$ cat config.mk
export PLATFORM = sky130hd
export DESIGN_NAME = bti_divider
export DESIGN_NICKNAME = d
export VERILOG_FILES = /design/src/rtl/core/breakpoint_table_interpolator_core_macros.svh /design/src/rtl/core/bti_pkg.sv /design/src/rtl/core/bti_divider.sv
export SDC_FILE = /design/constraint.sdc
export NUM_CORES = 1
export LEC_CHECK = 0
export BUFFER_PORTS_ARGS = -buffer_cell sky130_fd_sc_hd__clkbuf_2
export CORE_MARGIN = 2
export CORE_UTILIZATION = 59
export DETAILED_ROUTE_END_ITERATION = 10
export GPL_TIMING_DRIVEN = 1
export PLACE_DENSITY_LB_ADDON = 0.08
export RECOVER_POWER = 25
export SYNTH_ARGS = -nofsm -noshare
export SYNTH_HDL_FRONTEND = slang
export SYNTH_SLANG_ARGS = --single-unit
$ cat constraint.sdc
create_clock -name clk -period 5.4 [get_ports clk]
set_input_delay 1.35 -clock clk [delete_from_list [all_inputs] [get_ports clk]]
set_output_delay 1.35 -clock clk [all_outputs]
set_load 0.02 [all_outputs]
$ cat src/rtl/core/breakpoint_table_interpolator_core_macros.svh
// assertion macros for the breakpoint table interpolator
`ifndef BREAKPOINT_TABLE_INTERPOLATOR_CORE_MACROS_SVH
`define BREAKPOINT_TABLE_INTERPOLATOR_CORE_MACROS_SVH
`ifndef NO_ASSERTIONS
`define BTI_ASSERT(label, clk, rst, prop, msg) \
  label: assert property (@(posedge clk) disable iff (rst) prop) else $error(msg);
`define BTI_ASSERT_ALWAYS(label, clk, prop, msg) \
  label: assert property (@(posedge clk) prop) else $error(msg);
`else
`define BTI_ASSERT(label, clk, rst, prop, msg)
`define BTI_ASSERT_ALWAYS(label, clk, prop, msg)
`endif
`endif

$ cat src/rtl/core/bti_pkg.sv
// ----------------------------------------------------------------------------
// bti_pkg
// types and constants shared by the breakpoint table interpolator
// ----------------------------------------------------------------------------
package bti_pkg;
  localparam int DefTableDepth = 256;
  localparam int ValW = 32;

  typedef enum logic [1:0] {
    CMD_LOAD  = 2'd0,
    CMD_QUERY = 2'd1,
    CMD_CLEAR = 2'd2,
    CMD_NOP   = 2'd3
  } cmd_t;

  typedef enum logic [1:0] {
    ST_OK    = 2'd0,
    ST_EMPTY = 2'd1,
    ST_FULL  = 2'd2
  } status_t;

  typedef enum logic [3:0] {
    S_IDLE, S_INS_RD, S_INS_CMP, S_INS_WR, S_SRCH_RD, S_SRCH_CMP,
    S_FETCH, S_FETCH_W, S_MUL, S_DIV, S_DONE, S_OUT
  } state_t;

  // divider handshake
  typedef struct packed {
    logic start;
    logic busy;
    logic done;
  } div_ctl_t;
endpackage

$ cat src/rtl/core/bti_divider.sv
// ----------------------------------------------------------------------------
// bti_divider
// restoring divider, one quotient bit a cycle, 64 by 33 bits unsigned
// ----------------------------------------------------------------------------
module bti_divider
  import bti_pkg::*;
(
  input  logic        clk,
  input  logic        rst,
  input  logic        start,
  input  logic [63:0] dividend,
  input  logic [32:0] divisor,
  output logic [63:0] quotient,
  output div_ctl_t    ctl
);
  logic [63:0] quo;
  logic [33:0] rem;
  logic [32:0] dvs;
  logic [6:0]  cnt;
  logic        busy;
  logic        done;
  logic [33:0] trial;
  logic [33:0] shifted;

  always_comb begin
    shifted = {rem[32:0], quo[63]};
    trial   = shifted - {1'b0, dvs};
  end

  always_ff @(posedge clk) begin
    if (rst) begin
      busy <= 1'b0;
      done <= 1'b0;
      cnt  <= '0;
    end else begin
      done <= 1'b0;
      if (start) begin
        busy <= 1'b1;
        cnt  <= 7'd64;
      end else if (busy) begin
        cnt <= cnt - 7'd1;
        if (cnt == 7'd1) begin
          busy <= 1'b0;
          done <= 1'b1;
        end
      end
    end
  end

  always_ff @(posedge clk) begin
    if (start) begin
      quo <= dividend;
      rem <= '0;
      dvs <= divisor;
    end else if (busy) begin
      if (!trial[33]) begin
        rem <= trial;
        quo <= {quo[62:0], 1'b1};
      end else begin
        rem <= shifted;
        quo <= {quo[62:0], 1'b0};
      end
    end
  end

  assign quotient  = quo;
  assign ctl.start = start;
  assign ctl.busy  = busy;
  assign ctl.done  = done;
endmodule

==> impl_metrics.py <==
metrics = {
    "sta": {
        "slew_viol_final": 41,
        "fmax_ghz": 0.268,
        "rsz0062_at_grt": "no",
        "worst_slew_pin_slew_ns": 2.00,
        "setup_violations": 0,
        "maxSlewHeadroom_pct": -33.3,
        "finalHoldViolCount": 0,
        "fin_ws_ns": 1.67,
        "fin_worst_skew_ns": 0.00650,
        "fin_crit_sh_pct": 69.0,
        "period_minus_slack_ns": 3.73,
        "fin_tns_setup_ns": 0,
    },
    "synthesis": {
        "yosysUniqueCellTypes": 57,
        "syn_nets": 802,
        "synth-seq-cells": 139,
        "synth_area_mm2": 0.00745,
        "synthArstFlopShare_pct": 0,
        "ys.flop_type": "edfxtp_1",
        "synth_edf_count": 97,
        "yosysSeqAreaShare_pct": 50.4,
        "yosysWarningCount": 0,
        "syn_area_per_cell_um2": 11.2,
        "synth_cells": 666,
    },
    "global_route": {
        "grt_max_degree": 47,
        "grt_first_pass_wirelength_mm": 26.0,
        "antenna_found_initial": 0,
        "use_met1_pct": 30.4,
        "gr-max-usage-layer": "met2",
        "use_met3_pct": 6.85,
        "grt_pass1_vias": 5549,
        "grt_usage_pct": 25.2,
        "met2_usage_pct": 42.1,
        "grt_overflow_total": 0,
    },
    "min_path": {
        "hold_path_end": "rem[30]$_SDFFE_PP0P_",
        "hp-start": "rem[30]$_SDFFE_PP0P_",
        "whs_path_depth": 2,
        "hold_path.class": "register to register",
    },
    "detailed_routing": {
        "drt_wl_total_mm": 16.3,
        "dr.pass1.iters": 5,
        "routed_via_density": 5.52,
        "drcViolationCount": 0,
        "wl_per_cell_um": 16.1,
        "ant_nets": 0,
        "drtIter0Drc": 335,
        "vias": 5590,
    },
    "power": {
        "leakage_uw": 0.00383,
        "power_density_mw_per_mm2": 342,
        "total_power_uw": 3050,
        "vdd_drop_max_uv": 270,
    },
    "job": {
        "maxCapViolCount": 1,
    },
    "worst_setup_path": {
        "crit_arrival_ns": 3.90,
        "cp_max_fo": 19,
        "r2r_start": "dvs[4]$_DFFE_PP_",
        "crit_type": "register to register",
        "endpoint_kind": "register",
        "crit_family": "compound AO/OA/AOI/OAI gates",
        "crit_path_max_incr_delay_ns": 0.55,
        "cp_cell_sequence": "inv_1 > ha_1 > and2_4 > a221oi_2 > nand2_2 > a211oi_2 > a211oi_1 > o211ai_1 > nand3_2 > buf_4 > mux2_2",
        "cp_slowest_cell": "nand3_2",
        "rrSetupSlack_ns": 1.67,
        "r2r_cells": 11,
        "r2r_end": "quotient[0]$_DFFE_PP_",
        "required_ns": 5.58,
        "cp-start-kind": "register",
        "crit_buf_inv": 2,
    },
    "placement": {
        "dp_hpwl_mm": 11.6,
        "io_buffer_count": 166,
        "pre_cts_ws_ns": 1.62,
        "gp_congestion": 0.921,
    },
    "outcome": {
        "status": "finished with violations",
        "violations": "max-capacitance violations, max-slew violations",
    },
    "cts": {
        "clock_latency_ns": 0.42,
        "clkSinkCount": 139,
        "path_clk_slew_ns": 0.06,
        "cts_tree": "yes",
        "clockBufferDepth": 2,
        "ctsResizeCount": 0,
        "root_buffer": "clkbuf_16",
        "post_cts_buffers": 0,
        "cts-htree-levels": 4,
        "cts_buffers": 17,
        "hold_buffers": 0,
    },
    "floorplanning": {
        "die_y_um": 116,
        "core_area_mm2": 0.0125,
        "die_x_um": 116,
        "die-area_mm2": 0.0135,
        "io_pins": 167,
        "start_util_pct": 59.8,
        "row_count": 41,
    },
    "cells_and_area": {
        "final_cell_mix": "clkbuf_2 (161), edfxtp_1 (97), mux2_2 (63)",
        "nFillCells": 945,
        "area_growth_pct": 19.8,
        "diodes": 0,
        "layout-drive-gt1-share_pct": 31.7,
        "fin_util_pct": 71.6,
        "final_net_count": 963,
        "final_common_cell": "clkbuf_2",
    },
}
[state kept, by name (all words and copies together), names as in the netlist]
signal / cells
done: 1
cnt: 7
busy: 1
quotient: 64
rem: 33
dvs: 33
[cell usage after synthesis (all sizes together) (5+ instances only)]
library cell	count	area, um^2
dfxtp	42	841
xnor2	20	175
nor2b	9	56.3
mux2i	28	280
inv	47	176
o211ai	5	37.5
buf	11	96.3
nand2b	6	37.5
xor2	13	114
nand4	5	31.3
nor2	45	169
a21oi	43	215
ha	35	438
a21o	11	82.6
o21ai	28	140
mux2	64	721
nor3	9	45.0
nand3	5	30.0
edfxtp	97	2910
nand2	54	205
a211oi	24	190
clkbuf	18	67.6
[metal layers]
layer / vias up / part of all wire [%]
li1: 2757 / -
met1: 2651 / 43
met2: 156 / 49
met3: 26 / 5.9
met4: 0 / 2.0
met5: - / 0
[per-stage QoR]
step / instance area, um^2 / hold slack, ns / instances
after global placement: 8370 / 0.468 / 980
after global routing: 8920 / 0.516 / 1012
after floorplan: 7450 / 0.450 / 666
final: 8920 / 0.479 / 1012
after detailed placement: 8370 / 0.474 / 980
after CTS: 8930 / 0.482 / 1012
[worst max path at each step]
stage | from | endpoint | slack, ns | cells past startpoint
4_1_cts | dvs[18]$_DFFE_PP_ | quotient[0]$_DFFE_PP_ | 1.68 | 11
3_5_place_dp | start | quotient[15]$_DFFE_PP_ | 1.62 | 4
2_1_floorplan | start | quotient[0]$_DFFE_PP_ | 2.00 | 3
3_3_place_gp | start | quotient[16]$_DFFE_PP_ | 1.67 | 4
5_1_grt | dvs[3]$_DFFE_PP_ | rem[9]$_SDFFE_PP0P_ | 1.37 | 12
6_report | dvs[4]$_DFFE_PP_ | quotient[0]$_DFFE_PP_ | 1.67 | 11
[cells by family after synthesis]
family	Yosys count	synth area share, %
compound gates	141	12.3
simple gates	149	9.27
mux	92	13.4
buf+inv	76	4.57
flops	139	50.4
xor+xnor	33	3.88
fa+ha+maj	36	6.15
[tightest hold or removal path, cell delays in order (launching register included)]
cell and delay, ns:
dfxtp_1 0.32, nand2_1 0.06, nand3_1 0.05
[area by class of cell]
type | count | area, um^2 | share of cell area (%)
flip-flops and latches | 139 | 3750 | 42.1
multi-input cells | 451 | 3360 | 37.6
repair buffers | 171 | 862 | 9.66
clock buffers | 21 | 440 | 4.93
well taps | 172 | 215 | 2.41
inverters | 47 | 176 | 1.98
clock inverters | 11 | 121 | 1.36
[report_power, final]
part	switching [uW]	internal (uW)	leakage, uW
clock network	437	677	0.000263
logic	361	265	0.00225
registers	54.6	1250	0.00131
Note: power is estimated with default switching activity, not from simulation.
